File: config.mk
export PLATFORM = sky130hd
export DESIGN_NAME = x86_compare_flag_unit_top_flat
export DESIGN_NICKNAME = d
export VERILOG_FILES = /design/src/hw/rtl/xcfu_pkg.sv /design/src/hw/rtl/xcfu_if.sv /design/src/hw/rtl/x86_compare_flag_unit_top.sv /design/src/hw/rtl/xcfu_calc.sv /design/src/flat_wrapper.sv
export SDC_FILE = /design/constraint.sdc
export NUM_CORES = 1
export LEC_CHECK = 0
export ABC_AREA = 0
export BUFFER_PORTS_ARGS = -buffer_cell sky130_fd_sc_hd__buf_4
export CAP_MARGIN = 20
export CORE_AREA = 4 4 272 141
export CTS_CLUSTER_DIAMETER = 30
export DETAILED_ROUTE_END_ITERATION = 16
export DIE_AREA = 0 0 276 145
export PLACE_DENSITY = 0.89
export SLEW_MARGIN = 20
export SYNTH_ARGS = -nofsm -noshare
export SYNTH_HDL_FRONTEND = slang
export SYNTH_SLANG_ARGS = --single-unit
File: constraint.sdc
create_clock -name clk -period 9.4 [get_ports clk]
set_input_delay 0.47 -clock clk [delete_from_list [all_inputs] [get_ports clk]]
set_output_delay 0.47 -clock clk [all_outputs]
set_load 0.01 [all_outputs]
File: src/hw/rtl/xcfu_pkg.sv
// Package for the x86 compare flag unit: request/result payload types,
// action codes and small helper functions. No dependencies.
package xcfu_pkg;

  localparam int unsigned DataW = 64;

  typedef enum logic [1:0] {
    ACT_CMP     = 2'd0,
    ACT_TEST    = 2'd1,
    ACT_CMPXCHG = 2'd2
  } action_t;

  typedef enum logic [1:0] {
    SIZE_BYTE  = 2'd0,
    SIZE_WORD  = 2'd1,
    SIZE_DWORD = 2'd2,
    SIZE_QWORD = 2'd3
  } size_t;

  typedef struct packed {
    action_t            action;
    size_t              size_code;
    logic [DataW-1:0]   first_value;
    logic [DataW-1:0]   second_value;
    logic [DataW-1:0]   accumulator_in;
  } req_t;

  typedef struct packed {
    logic               carry_flag;
    logic               zero_flag;
    logic               parity_flag;
    logic               adjust_flag;
    logic               sign_flag;
    logic               overflow_flag;
    logic               write_dest;
    logic [DataW-1:0]   dest_value;
    logic               write_accumulator;
    logic [DataW-1:0]   accumulator_out;
  } rsp_t;

  typedef struct packed {
    logic carry_flag;
    logic zero_flag;
    logic parity_flag;
    logic adjust_flag;
    logic sign_flag;
    logic overflow_flag;
  } flags_t;

  function automatic logic [DataW-1:0] width_mask(input size_t sz);
    logic [DataW-1:0] m;
    case (sz)
      SIZE_BYTE:  m = 64'h0000_0000_0000_00FF;
      SIZE_WORD:  m = 64'h0000_0000_0000_FFFF;
      SIZE_DWORD: m = 64'h0000_0000_FFFF_FFFF;
      default:    m = 64'hFFFF_FFFF_FFFF_FFFF;
    endcase
    return m;
  endfunction

  function automatic logic top_bit(input logic [DataW-1:0] v, input size_t sz);
    logic b;
    case (sz)
      SIZE_BYTE:  b = v[7];
      SIZE_WORD:  b = v[15];
      SIZE_DWORD: b = v[31];
      default:    b = v[63];
    endcase
    return b;
  endfunction

endpackage

File: src/hw/rtl/xcfu_if.sv
// Valid/ready channel interfaces for the compare flag unit.
// Depends on xcfu_pkg for the payload structs.
interface xcfu_req_if;
  import xcfu_pkg::*;
  logic valid;
  logic ready;
  req_t data;
  modport source (output valid, output data, input ready);
  modport sink (input valid, input data, output ready);
endinterface

interface xcfu_rsp_if;
  import xcfu_pkg::*;
  logic valid;
  logic ready;
  rsp_t data;
  modport source (output valid, output data, input ready);
  modport sink (input valid, input data, output ready);
endinterface

File: src/hw/rtl/x86_compare_flag_unit_top.sv
// Top level of the x86 compare flag unit: input register, datapath, result register.
// Depends on xcfu_pkg, xcfu_if and xcfu_calc.
//
// Usage:
//   req carries one instruction word (action, size code, two operands and the
//   full accumulator); rsp returns one result word with the six arithmetic flags
//   and the destination or accumulator write request.
//   Both channels are valid/ready; a word moves when valid and ready are high
//   at a rising clock edge.
//   The request is captured in an input register at acceptance, and the
//   subtractor and flag logic feed the result register, which drives rsp.
//   Throughput is one word per cycle while the receiver takes results, since
//   each register passes its word on in the same cycle that it takes a new one.
//   When the receiver stalls, the result register holds its word, the input
//   register takes one more word if it is empty, and req.ready then stays low
//   until the result is taken.
//   Synchronous reset (rst, active high) empties both registers; no word is
//   produced across reset and there is no setup period afterwards.
module x86_compare_flag_unit_top
  import xcfu_pkg::*;
(
  input  logic        clk,
  input  logic        rst,
  xcfu_req_if.sink    req,
  xcfu_rsp_if.source  rsp
);

  logic stage_valid;
  req_t stage_data;
  logic out_valid;
  rsp_t out_data;
  rsp_t calc_data;
  logic out_take;

  assign out_take  = !out_valid || rsp.ready;
  assign req.ready = !stage_valid || out_take;

  always_ff @(posedge clk) begin
    if (rst) begin
      stage_valid <= 1'b0;
    end else if (req.ready) begin
      stage_valid <= req.valid;
    end
  end

  always_ff @(posedge clk) begin
    if (req.valid && req.ready) begin
      stage_data <= req.data;
    end
  end

  xcfu_calc u_calc (
    .req_data (stage_data),
    .rsp_data (calc_data)
  );

  always_ff @(posedge clk) begin
    if (rst) begin
      out_valid <= 1'b0;
    end else if (out_take) begin
      out_valid <= stage_valid;
    end
  end

  always_ff @(posedge clk) begin
    if (out_take && stage_valid) begin
      out_data <= calc_data;
    end
  end

  assign rsp.valid = out_valid;
  assign rsp.data  = out_data;

  // A result never requests both register writes.
  a_one_write: assert property (@(posedge clk) disable iff (rst)
    out_valid |-> !(out_data.write_dest && out_data.write_accumulator))
    else $error("both destination and accumulator writes requested");

  // A destination write only follows a match.
  a_match_zf: assert property (@(posedge clk) disable iff (rst)
    (out_valid && out_data.write_dest) |-> out_data.zero_flag)
    else $error("destination write without a match");

  // A word waiting in the input register moves on when the result side is free.
  a_advance: assert property (@(posedge clk) disable iff (rst)
    (stage_valid && out_take) |=> out_valid)
    else $error("stage word was not passed to the result register");

endmodule

File: src/hw/rtl/xcfu_calc.sv
// Combinational compare/test/compare-exchange datapath: one masked subtractor,
// an AND path and the flag gates. Depends on xcfu_pkg.
module xcfu_calc
  import xcfu_pkg::*;
(
  input  req_t req_data,
  output rsp_t rsp_data
);

  logic [DataW-1:0] mask;
  logic [DataW-1:0] op_a;
  logic [DataW-1:0] op_b;
  logic [DataW-1:0] acc_low;
  logic [DataW-1:0] sub_lhs;
  logic [DataW:0]   diff;
  logic [DataW-1:0] sub_res;
  logic [DataW-1:0] and_res;
  flags_t           sub_f;

  assign mask    = width_mask(req_data.size_code);
  assign op_a    = req_data.first_value & mask;
  assign op_b    = req_data.second_value & mask;
  assign acc_low = req_data.accumulator_in & mask;

  // Exchange compares the accumulator against the destination.
  assign sub_lhs = (req_data.action == ACT_CMPXCHG) ? acc_low : op_a;
  assign diff    = {1'b0, sub_lhs} - {1'b0, (req_data.action == ACT_CMPXCHG) ? op_a : op_b};
  assign sub_res = diff[DataW-1:0] & mask;
  assign and_res = op_a & op_b;

  always_comb begin
    logic [DataW-1:0] rhs;
    rhs = (req_data.action == ACT_CMPXCHG) ? op_a : op_b;
    // Operands are masked, so the borrow out of the full word is the unsigned borrow.
    sub_f.carry_flag    = diff[DataW];
    sub_f.zero_flag     = (sub_res == '0);
    sub_f.parity_flag   = ~^sub_res[7:0];
    sub_f.adjust_flag   = sub_lhs[4] ^ rhs[4] ^ sub_res[4];
    sub_f.sign_flag     = top_bit(sub_res, req_data.size_code);
    sub_f.overflow_flag = top_bit((sub_lhs ^ rhs) & (sub_lhs ^ sub_res), req_data.size_code);
  end

  always_comb begin
    rsp_data = '0;
    case (req_data.action)
      ACT_CMP: begin
        rsp_data.carry_flag    = sub_f.carry_flag;
        rsp_data.zero_flag     = sub_f.zero_flag;
        rsp_data.parity_flag   = sub_f.parity_flag;
        rsp_data.adjust_flag   = sub_f.adjust_flag;
        rsp_data.sign_flag     = sub_f.sign_flag;
        rsp_data.overflow_flag = sub_f.overflow_flag;
      end
      ACT_TEST: begin
        rsp_data.zero_flag   = (and_res == '0);
        rsp_data.parity_flag = ~^and_res[7:0];
        rsp_data.sign_flag   = top_bit(and_res, req_data.size_code);
      end
      ACT_CMPXCHG: begin
        rsp_data.carry_flag    = sub_f.carry_flag;
        rsp_data.zero_flag     = sub_f.zero_flag;
        rsp_data.parity_flag   = sub_f.parity_flag;
        rsp_data.adjust_flag   = sub_f.adjust_flag;
        rsp_data.sign_flag     = sub_f.sign_flag;
        rsp_data.overflow_flag = sub_f.overflow_flag;
        if (sub_f.zero_flag) begin
          rsp_data.write_dest = 1'b1;
          rsp_data.dest_value = op_b;
        end else begin
          rsp_data.write_accumulator = 1'b1;
          rsp_data.accumulator_out   = (req_data.accumulator_in & ~mask) | op_a;
        end
      end
      default: begin
        rsp_data = '0;
      end
    endcase
  end

endmodule

File: src/flat_wrapper.sv
// flat-port wrapper written by rule: the top's interface ports become plain ports
module x86_compare_flag_unit_top_flat import xcfu_pkg::*;
  (clk, rst, req_valid, req_data, req_ready, rsp_valid, rsp_data, rsp_ready);
  xcfu_req_if req_i ();
  xcfu_rsp_if rsp_i ();
  input  logic clk;
  input  logic rst;
  input wire logic [$bits(req_i.valid)-1:0] req_valid;
  input wire logic [$bits(req_i.data)-1:0] req_data;
  output wire logic [$bits(req_i.ready)-1:0] req_ready;
  output wire logic [$bits(rsp_i.valid)-1:0] rsp_valid;
  output wire logic [$bits(rsp_i.data)-1:0] rsp_data;
  input wire logic [$bits(rsp_i.ready)-1:0] rsp_ready;
  assign req_i.valid = req_valid;
  assign req_i.data = req_data;
  assign req_ready = req_i.ready;
  assign rsp_valid = rsp_i.valid;
  assign rsp_data = rsp_i.data;
  assign rsp_i.ready = rsp_ready;
  x86_compare_flag_unit_top u_core (.clk(clk), .rst(rst), .req(req_i), .rsp(rsp_i));
endmodule
==> impl_results.rst, run 1 <==
.. list-table::
   :header-rows: 1

   * - Metric
     - Value
   * - Result of the run
     - finished, final reports clean
   * - Summed instance area of the synthesized netlist
     - 0.0195 sq mm
   * - Critical path's slowest cell
     - nand2b_4
   * - Buffer and inverter count on the worst path
     - 2
   * - Aggregate global-route resource usage
     - 0.340
   * - Count of endpoints failing setup in the final report
     - 0
   * - Number of global-route vias before repair
     - 17,800
   * - Final cell area excluding filler cells
     - 0.0239 sq mm
   * - Clock root buffer master
     - clkbuf_16
   * - Most frequent CP cell
     - nand2_1
   * - Time the worst path needs with I/O delays and setup
     - 7.41 ns
   * - Average instance area after synthesis
     - 9.79 sq um
   * - Crit path kind
     - reg2reg
   * - Floorplan core area
     - 0.0357 sq mm
   * - Number of levels in the clock H-tree
     - 2
   * - Post-synthesis to final-layout area growth
     - 22.4%
   * - Fraction of registers with async set or reset after synthesis
     - 0
   * - Beginning of the worst register-to-register path
     - u_core.stage_data[194]$_DFFE_PP_
   * - Fraction of final layout cells with drive strength greater than 1
     - 0.204
   * - Via density
     - 6.53
   * - Hold/Removal Path Class
     - in2reg
   * - Clock sink count
     - 334
   * - Cell family with the largest share of critical-path delay
     - simple AND/OR/NAND/NOR gates
   * - Worst-case hold path end point
     - u_core.stage_data[28]$_DFFE_PP_
   * - Max capacitance violation total
     - 0
   * - Cell row count
     - 49
   * - Warnings from Yosys
     - 0
   * - Final clock skew
     - 0.0520 ns
   * - Worst path setup slack after routing
     - 1.99 ns
   * - IR Drop Worst-Case VDD
     - 160 uV
   * - Depth of the worst hold-timing path
     - 1
   * - Post-synthesis sequential area ratio
     - 0.513
   * - Setup crit end kind
     - flop
   * - Pins Over Slew Limit
     - 0
   * - Pre-CTS setup slack
     - 2.31 ns
   * - Clock slew at reported path FFs
     - 0.07 ns
   * - Hold Fails Final Rpt
     - 0
   * - EDFF count, synth
     - 332
   * - Die extent in y
     - 145 um
   * - Transition time at the pin with the least slew margin
     - 0.998 ns
   * - Number of nets in the layout
     - 2,544
   * - Library cells used by synthesis
     - 82
   * - Wire length of the first global-routing pass
     - 107 mm
   * - Worst reg2reg path endpoint
     - u_core.rsp.data[49]$_SDFFCE_PP0P_
   * - CTS Buf Count
     - 43
   * - Worst-case reg-to-reg path depth
     - 18
   * - DR vias
     - 18,200
   * - Most frequent cell after synthesis
     - nand2_1
   * - Clock network latency to the later pin of the worst-skew pair
     - 0.59 ns
   * - Pwr dens
     - 192 mW/mm^2
   * - Unrepaired setup endpoints after global routing
     - false
   * - Iteration count of the initial detailed-routing pass
     - 6
   * - Drt wl/cell
     - 25.4 um
   * - Top cells by count, synth
     - nand2_1, edfxtp_1, a21oi_1
   * - Largest cells by area after synthesis
     - edfxtp_1, nand2_1, ha_1
   * - # Post-CTS Setup Buffers
     - 0
   * - Synth Net Count
     - 2,266
   * - Cts-stage hold buffer count
     - 0
   * - Clock tree buffer depth
     - 3
   * - Antenna Diode Count
     - 0
   * - Leading register cell type out of synthesis
     - edfxtp_1
   * - Cells after Synth
     - 1,993
   * - Portion of synthesized cell area occupied by the leading cell type
     - 0.511
   * - Largest fanout on the critical path
     - 81
   * - DRC errors left
     - 0
   * - R2R Setup Slk
     - 1.99 ns
   * - Ports placed on the boundary
     - 338
   * - Slew HR
     - 0.332
   * - Die Span X
     - 276 um
   * - Signal arrival time at the worst endpoint
     - 7.69 ns
   * - Overall power of the completed layout
     - 4.60 mW
   * - Share of the clock period used by the worst path after layout
     - 0.788
   * - Number of synthesized register bits
     - 334
   * - Number of buffers inserted by port buffering
     - 337
   * - Required arrival time at the worst endpoint
     - 9.68 ns
   * - CTS tree
     - built
   * - Detailed placement HPWL
     - 51.9 mm
   * - Peak per-stage delay on the critical path
     - 0.79 ns
   * - Residual overflow from global routing
     - 0
   * - Antenna violations before repair
     - 0
   * - Initial standard-cell utilization of the core
     - 0.547
   * - Pin count of the biggest net entering global routing
     - 144
   * - Overall die area
     - 0.0400 sq mm
   * - Core Util, Final
     - 0.670
   * - Total negative slack
     - 0 ns
   * - Static Leak
     - 9.50 nW
   * - Routability congestion estimate
     - 1.02
   * - Hold_sp
     - req_data[28]
   * - Cell Area, Placed
     - 0.0223 sq mm
   * - Category of the worst setup path launch point
     - flop
   * - Cell taking the most area after synthesis
     - edfxtp_1
   * - Post-cts sizing count
     - 0
   * - Max Clk Rate
     - 135 MHz
   * - Iteration-0 DRC count of the detailed router
     - 2,665
   * - Detailed Route WL
     - 70.8 mm
   * - Antenna Nets Post-Route
     - 0
   * - Critical-path cell list
     - nand2b_4, buf_4, nand2_1, nand2_1, nand2_1, ha_1, nand2_1, o21ai_0, o21bai_1, a21o_1, a211oi_1, or4_1, or4_1, nor4_1, and4b_1, a21o_2, buf_4, a221oi_1
worst max-delay path by stage:
| stage | startpoint | to | slack (ns) | cells past startpoint |
|---|---|---|---|---|
| 6_report | u_core.stage_data[194]$_DFFE_PP_ | u_core.rsp.data[49]$_SDFFCE_PP0P_ | 1.99 | 18 |
| 2_1_floorplan | rsp_ready | u_core.rsp.data[0]$_SDFFCE_PP0P_ | 2.19 | 2 |
| 5_1_grt | u_core.stage_data[194]$_DFFE_PP_ | u_core.rsp.data[41]$_SDFFCE_PP0P_ | 1.82 | 18 |
| 4_1_cts | u_core.stage_data[194]$_DFFE_PP_ | u_core.rsp.data[49]$_SDFFCE_PP0P_ | 2.29 | 18 |
| 3_3_place_gp | u_core.stage_data[194]$_DFFE_PP_ | u_core.rsp.data[7]$_SDFFCE_PP0P_ | 2.45 | 16 |
| 3_5_place_dp | u_core.stage_data[194]$_DFFE_PP_ | u_core.rsp.data[49]$_SDFFCE_PP0P_ | 2.31 | 18 |
worst register-to-register path, stage by stage (launching register included):
cell and delay, ns:
edfxtp_1 0.52, nand2b_4 0.79, buf_4 0.60, nand2_1 0.10, nand2_1 0.07, nand2_1 0.05, ha_1 0.56, nand2_1 0.17
o21ai_0 0.68, o21bai_1 0.33, a21o_1 0.25, a211oi_1 0.06, or4_1 0.45, or4_1 0.49, nor4_1 0.30, and4b_1 0.31
a21o_2 0.71, buf_4 0.49, a221oi_1 0.18
routing by layer:
metal	track usage	routed length, um	up-vias
met2	0.552	32900	1221
met4	0.122	2890	0
met1	0.456	27600	8775
met5	0	0	-
li1	-	-	8005
met3	0.0726	7390	212
through the flow:
step	cells	hold WS (ns)
finish	2788	0.0566
detailed placement	2710	0.514
global route	2788	0.0525
CTS	2788	0.0518
global placement	2710	0.506
floorplan	1993	0.478
state kept, by name, summed over array words and instances (netlist names):
register	count
u_core.rsp.valid	1
u_core.rsp.data	136
u_core.stage_data	196
u_core.stage_valid	1
cell usage in the layout (no fill, tap or decap), types with 37 or more instances in the layout:
master and count:
and2_1 37, buf_4 356, a221oi_1 51, nor3_1 47, nand2_1 535, a21oi_1 162
nor2_1 72, nand4_1 42, o21ai_0 67, ha_1 72, clkbuf_16 44, edfxtp_1 332
cell type report:
type / instances / area, sq um
timing repair buffer: 358 / 2710
inverter: 19 / 71.3
clock inverter: 33 / 435
clock buffer: 45 / 1100
sequential: 334 / 10000
tap: 484 / 606
multi-input combinational: 1515 / 8950
fill: 2680 / 11800
report_power, final:
group / switching [mW] / leakage, nW / internal [mW] / total (mW)
combinational: 0.660 / 5.60 / 0.381 / 1.04
clock: 0.758 / 0.743 / 0.992 / 1.75
sequential: 0.0699 / 3.16 / 1.74 / 1.81
total: 1.49 / 9.50 / 3.11 / 4.60
cell families (layout without fill, tap and decap cells):
| kind of cell | after synthesis | in the layout | synth area share |
|---|---|---|---|
| adder cells (fa/ha/maj) | 73 | 73 | 0.0472 |
| buffers and inverters | 144 | 455 | 0.0300 |
| AND/OR/NAND/NOR | 865 | 865 | 0.200 |
| XOR/XNOR | 39 | 39 | 0.0175 |
| multiplexers | 32 | 32 | 0.0165 |
| AO/OA/AOI/OAI | 506 | 506 | 0.175 |
| flip-flops | 334 | 334 | 0.513 |
Power figures use the tool's default switching activity.
==> inputs of run 2 (changes only) <==
--- a/config.mk
+++ b/config.mk
@@ -8,10 +8,10 @@
 export ABC_AREA = 0
 export BUFFER_PORTS_ARGS = -buffer_cell sky130_fd_sc_hd__buf_4
 export CAP_MARGIN = 20
-export CORE_AREA = 4 4 272 141
+export CORE_AREA = 4 4 279 144
 export CTS_CLUSTER_DIAMETER = 30
 export DETAILED_ROUTE_END_ITERATION = 16
-export DIE_AREA = 0 0 276 145
+export DIE_AREA = 0 0 283 148
 export PLACE_DENSITY = 0.89
 export SLEW_MARGIN = 20
 export SYNTH_ARGS = -nofsm -noshare
==> constraint.sdc (replaced) <==
create_clock -name clk -period 6 [get_ports clk]
set_input_delay 0.3 -clock clk [delete_from_list [all_inputs] [get_ports clk]]
set_output_delay 0.3 -clock clk [all_outputs]
set_load 0.01 [all_outputs]
==> impl_results.rst, run 2 (synthesized netlist as in run 1, its figures left out) <==
.. list-table::
   :header-rows: 1

   * - Metric
     - Value
   * - Clock network latency to the later pin of the worst-skew pair
     - 0.59 ns (about the same)
   * - Pins Over Slew Limit
     - 0 (unchanged)
   * - Total negative slack
     - 0 ns (unchanged)
   * - Unrepaired setup endpoints after global routing
     - false (unchanged)
   * - CTS tree
     - built (unchanged)
   * - Share of power burned in the clock network
     - 0.362 (was 0.381)
   * - Clock sink count
     - 334 (unchanged)
   * - Drt wl/cell
     - 25.9 um (was 25.4 um)
   * - Worst setup path endpoint
     - u_core.rsp.data[89]$_SDFFCE_PN0P_ (was u_core.rsp.data[49]$_SDFFCE_PP0P_)
   * - Time the worst path needs with I/O delays and setup
     - 5.95 ns (was 7.41 ns)
   * - Beginning of the worst register-to-register path
     - u_core.stage_data[195]$_DFFE_PP_ (was u_core.stage_data[194]$_DFFE_PP_)
   * - Cell family with the largest share of critical-path delay
     - simple AND/OR/NAND/NOR gates (unchanged)
   * - Via density
     - 6.42 (was 6.53)
   * - Leading cell type in the layout, fill and taps excluded
     - nand2_1 (unchanged)
   * - Clock slew at reported path FFs
     - 0.08 ns (was 0.07 ns)
   * - Largest Register
     - u_core.stage_data (unchanged)
   * - Peak per-stage delay on the critical path
     - 0.55 ns (was 0.79 ns)
   * - Floorplan core area
     - 0.0373 sq mm (was 0.0357 sq mm)
   * - Layout Cells excl Fill
     - 3,092 (was 2,788)
   * - Number of nets in the layout
     - 2,834 (was 2,544)
   * - Slew HR
     - 0.233 (was 0.332)
   * - Switching Share
     - 0.327 (was 0.324)
   * - Initial standard-cell utilization of the core
     - 0.522 (was 0.547)
   * - Cell row count
     - 50 (was 49)
   * - Share of the clock period used by the worst path after layout
     - 0.991 (was 0.788)
   * - Required arrival time at the worst endpoint
     - 6.34 ns (was 9.68 ns)
   * - Result of the run
     - finished, final reports clean (unchanged)
   * - Wire length of the first global-routing pass
     - 120 mm (was 107 mm)
   * - Most used cells in the layout excluding fill and tap cells
     - nand2_1, buf_4, edfxtp_1 (unchanged)
   * - Worst reg2reg path endpoint
     - u_core.rsp.data[89]$_SDFFCE_PN0P_ (was u_core.rsp.data[49]$_SDFFCE_PP0P_)
   * - Antenna violations before repair
     - 2 (was 0)
   * - Clock root buffer master
     - clkbuf_16 (unchanged)
   * - Category of the worst setup path launch point
     - flop (unchanged)
   * - Final clock skew
     - 0.0493 ns (was 0.0520 ns)
   * - Fraction of final layout cells with drive strength greater than 1
     - 0.219 (was 0.204)
   * - Critical-path cell list
     - nor2b_4, buf_12, buf_12, buf_4, nand2_1, nand2_1, nand2_1, ha_1, buf_4, nand4_1, nor2_1, a22oi_1, o221ai_1, a311oi_1, buf_4, o2111ai_1, or4_1, nor4_1, and4b_1, a21boi_1, buf_12, nor3b_1 (was nand2b_4, buf_4, nand2_1, nand2_1, nand2_1, ha_1, nand2_1, o21ai_0, o21bai_1, a21o_1, a211oi_1, or4_1, or4_1, nor4_1, and4b_1, a21o_2, buf_4, a221oi_1)
   * - Detailed placement HPWL
     - 54.3 mm (was 51.9 mm)
   * - Residual overflow from global routing
     - 0 (unchanged)
   * - Hold/Removal Path Class
     - in2reg (unchanged)
   * - DR vias
     - 19,900 (was 18,200)
   * - Pwr dens
     - 278 mW/mm^2 (was 192 mW/mm^2)
   * - Iteration count of the initial detailed-routing pass
     - 11 (was 6)
   * - Max Clk Rate
     - 168 MHz (was 135 MHz)
   * - Crit path kind
     - reg2reg (unchanged)
   * - Hold Fails Final Rpt
     - 0 (unchanged)
   * - Number of global-route vias before repair
     - 19,500 (was 17,800)
   * - Max capacitance violation total
     - 0 (unchanged)
   * - Cell Area, Placed
     - 0.0232 sq mm (was 0.0223 sq mm)
   * - Number of buffers inserted by port buffering
     - 337 (unchanged)
   * - CTS Buf Count
     - 43 (unchanged)
   * - Post-synthesis to final-layout area growth
     - 36.9% (was 22.4%)
   * - Number of levels in the clock H-tree
     - 2 (unchanged)
   * - Final cell area excluding filler cells
     - 0.0267 sq mm (was 0.0239 sq mm)
   * - Largest fanout on the critical path
     - 63 (was 81)
   * - Setup crit end kind
     - flop (unchanged)
   * - Cell Int Power
     - 5.00 mW (was 3.11 mW)
   * - DRC errors left
     - 0 (unchanged)
   * - Pre-CTS setup slack
     - 0.151 ns (was 2.31 ns)
   * - Signal arrival time at the worst endpoint
     - 6.29 ns (was 7.69 ns)
   * - Die Span X
     - 283 um (was 276 um)
   * - Transition time at the pin with the least slew margin
     - 1.15 ns (was 0.998 ns)
   * - Antenna Nets Post-Route
     - 0 (unchanged)
   * - Clock tree buffer depth
     - 3 (unchanged)
   * - Die extent in y
     - 148 um (was 145 um)
   * - Count of endpoints failing setup in the final report
     - 0 (unchanged)
   * - Critical path's slowest cell
     - or4_1 (was nand2b_4)
   * - R2R Setup Slk
     - 0.05 ns (was 1.99 ns)
   * - Static Leak
     - 10.8 nW (was 9.50 nW)
   * - Pin count of the biggest net entering global routing
     - 197 (was 144)
   * - Detailed Route WL
     - 79.9 mm (was 70.8 mm)
   * - WP depth
     - 22 (was 18)
   * - Aggregate global-route resource usage
     - 0.370 (was 0.340)
   * - Launching instance or port of the critical path
     - u_core.stage_data[195]$_DFFE_PP_ (was u_core.stage_data[194]$_DFFE_PP_)
   * - Flip-flop count of the largest register, all copies and words added
     - 196 (unchanged)
   * - Proportion of power drawn by flip-flops and latches
     - 0.382 (was 0.393)
   * - Post-placement cell count
     - 2,806 (was 2,710)
   * - Overall die area
     - 0.0419 sq mm (was 0.0400 sq mm)
   * - Iteration-0 DRC count of the detailed router
     - 3,038 (was 2,665)
   * - IR Drop Worst-Case VDD
     - 227 uV (was 160 uV)
   * - Ports placed on the boundary
     - 338 (unchanged)
   * - Depth of the worst hold-timing path
     - 4 (was 1)
   * - Buffer and inverter count on the worst path
     - 6 (was 2)
   * - Worst path setup slack after routing
     - 0.0526 ns (was 1.99 ns)
   * - Routability congestion estimate
     - 0.999 (was 1.02)
   * - Part of the power in combinational logic
     - 0.256 (was 0.226)
   * - Worst-case reg-to-reg path depth
     - 22 (was 18)
   * - P_sw
     - 2.43 mW (was 1.49 mW)
-- run 2: worst min path at each step --
stage	startpoint	slack, ns	end
CTS	rsp_ready	0.07	u_core.rsp.valid$_SDFFE_PP0P_
global route	rsp_ready	0.09	u_core.rsp.valid$_SDFFE_PP0P_
global placement	rst	0.47	u_core.rsp.valid$_SDFFE_PP0P_
detailed placement	rst	0.47	u_core.stage_valid$_SDFFE_PP0N_
finish	rsp_ready	0.08	u_core.rsp.valid$_SDFFE_PP0P_
floorplan	rst	0.37	u_core.rsp.valid$_SDFFE_PP0P_
-- run 2: metal layers --
| layer | track usage | vias to the layer above | wire length, um | part of all wire |
|---|---|---|---|---|
| met5 | 0 | - | 14 | 0.00018 |
| met2 | 0.612 | 1526 | 36600 | 0.46 |
| met4 | 0.168 | 2 | 4600 | 0.058 |
| li1 | - | 8599 | - | - |
| met1 | 0.474 | 9381 | 30300 | 0.38 |
| met3 | 0.0767 | 342 | 8390 | 0.10 |
-- run 2: layout make-up --
type	count	area, sq um
clock buffers	52	1130
repair buffers	647	5560
multi-input cells	1516	9000
clock inverters	28	315
flip-flops and latches	334	10000
well taps	494	618
inverters	19	71.3
fillers	2496	10600
diodes	2	5.00
-- run 2: power by group through the flow --
stage / Clock [mW] / Combinational [mW] / Sequential (mW)
after floorplan: 0 / 0.984 / 2.86
after global placement: 0 / 1.70 / 2.87
after detailed placement: 0 / 1.69 / 2.87
after CTS: 2.61 / 1.81 / 2.83
after global routing: 2.80 / 2.03 / 2.84
final: 2.69 / 1.90 / 2.84
-- run 2: what timing repair did --
action                                 4_1_cts  5_1_grt
setup endpoints to repair                    0      131
hold buffers                               198        0
endpoints found under the hold margin      198        0
setup buffers                                0        4
resized for setup                            0       16
-- run 2: worst min-delay path: cells and delay by family --
family / cells / cell delay [ns]
and+or+nand+nor: 3 / 0.22
buffers and inverters: 1 / 0.08
-- run 2: stage by stage --
step	power [mW]	utilization	hold slack, ns
after detailed placement	4.56	0.620	0.475
after CTS	7.25	0.712	0.0728
after global routing	7.67	0.715	0.0861
after global placement	4.57	0.620	0.469
final	7.43	0.715	0.0811
after floorplan	3.85	-	0.372
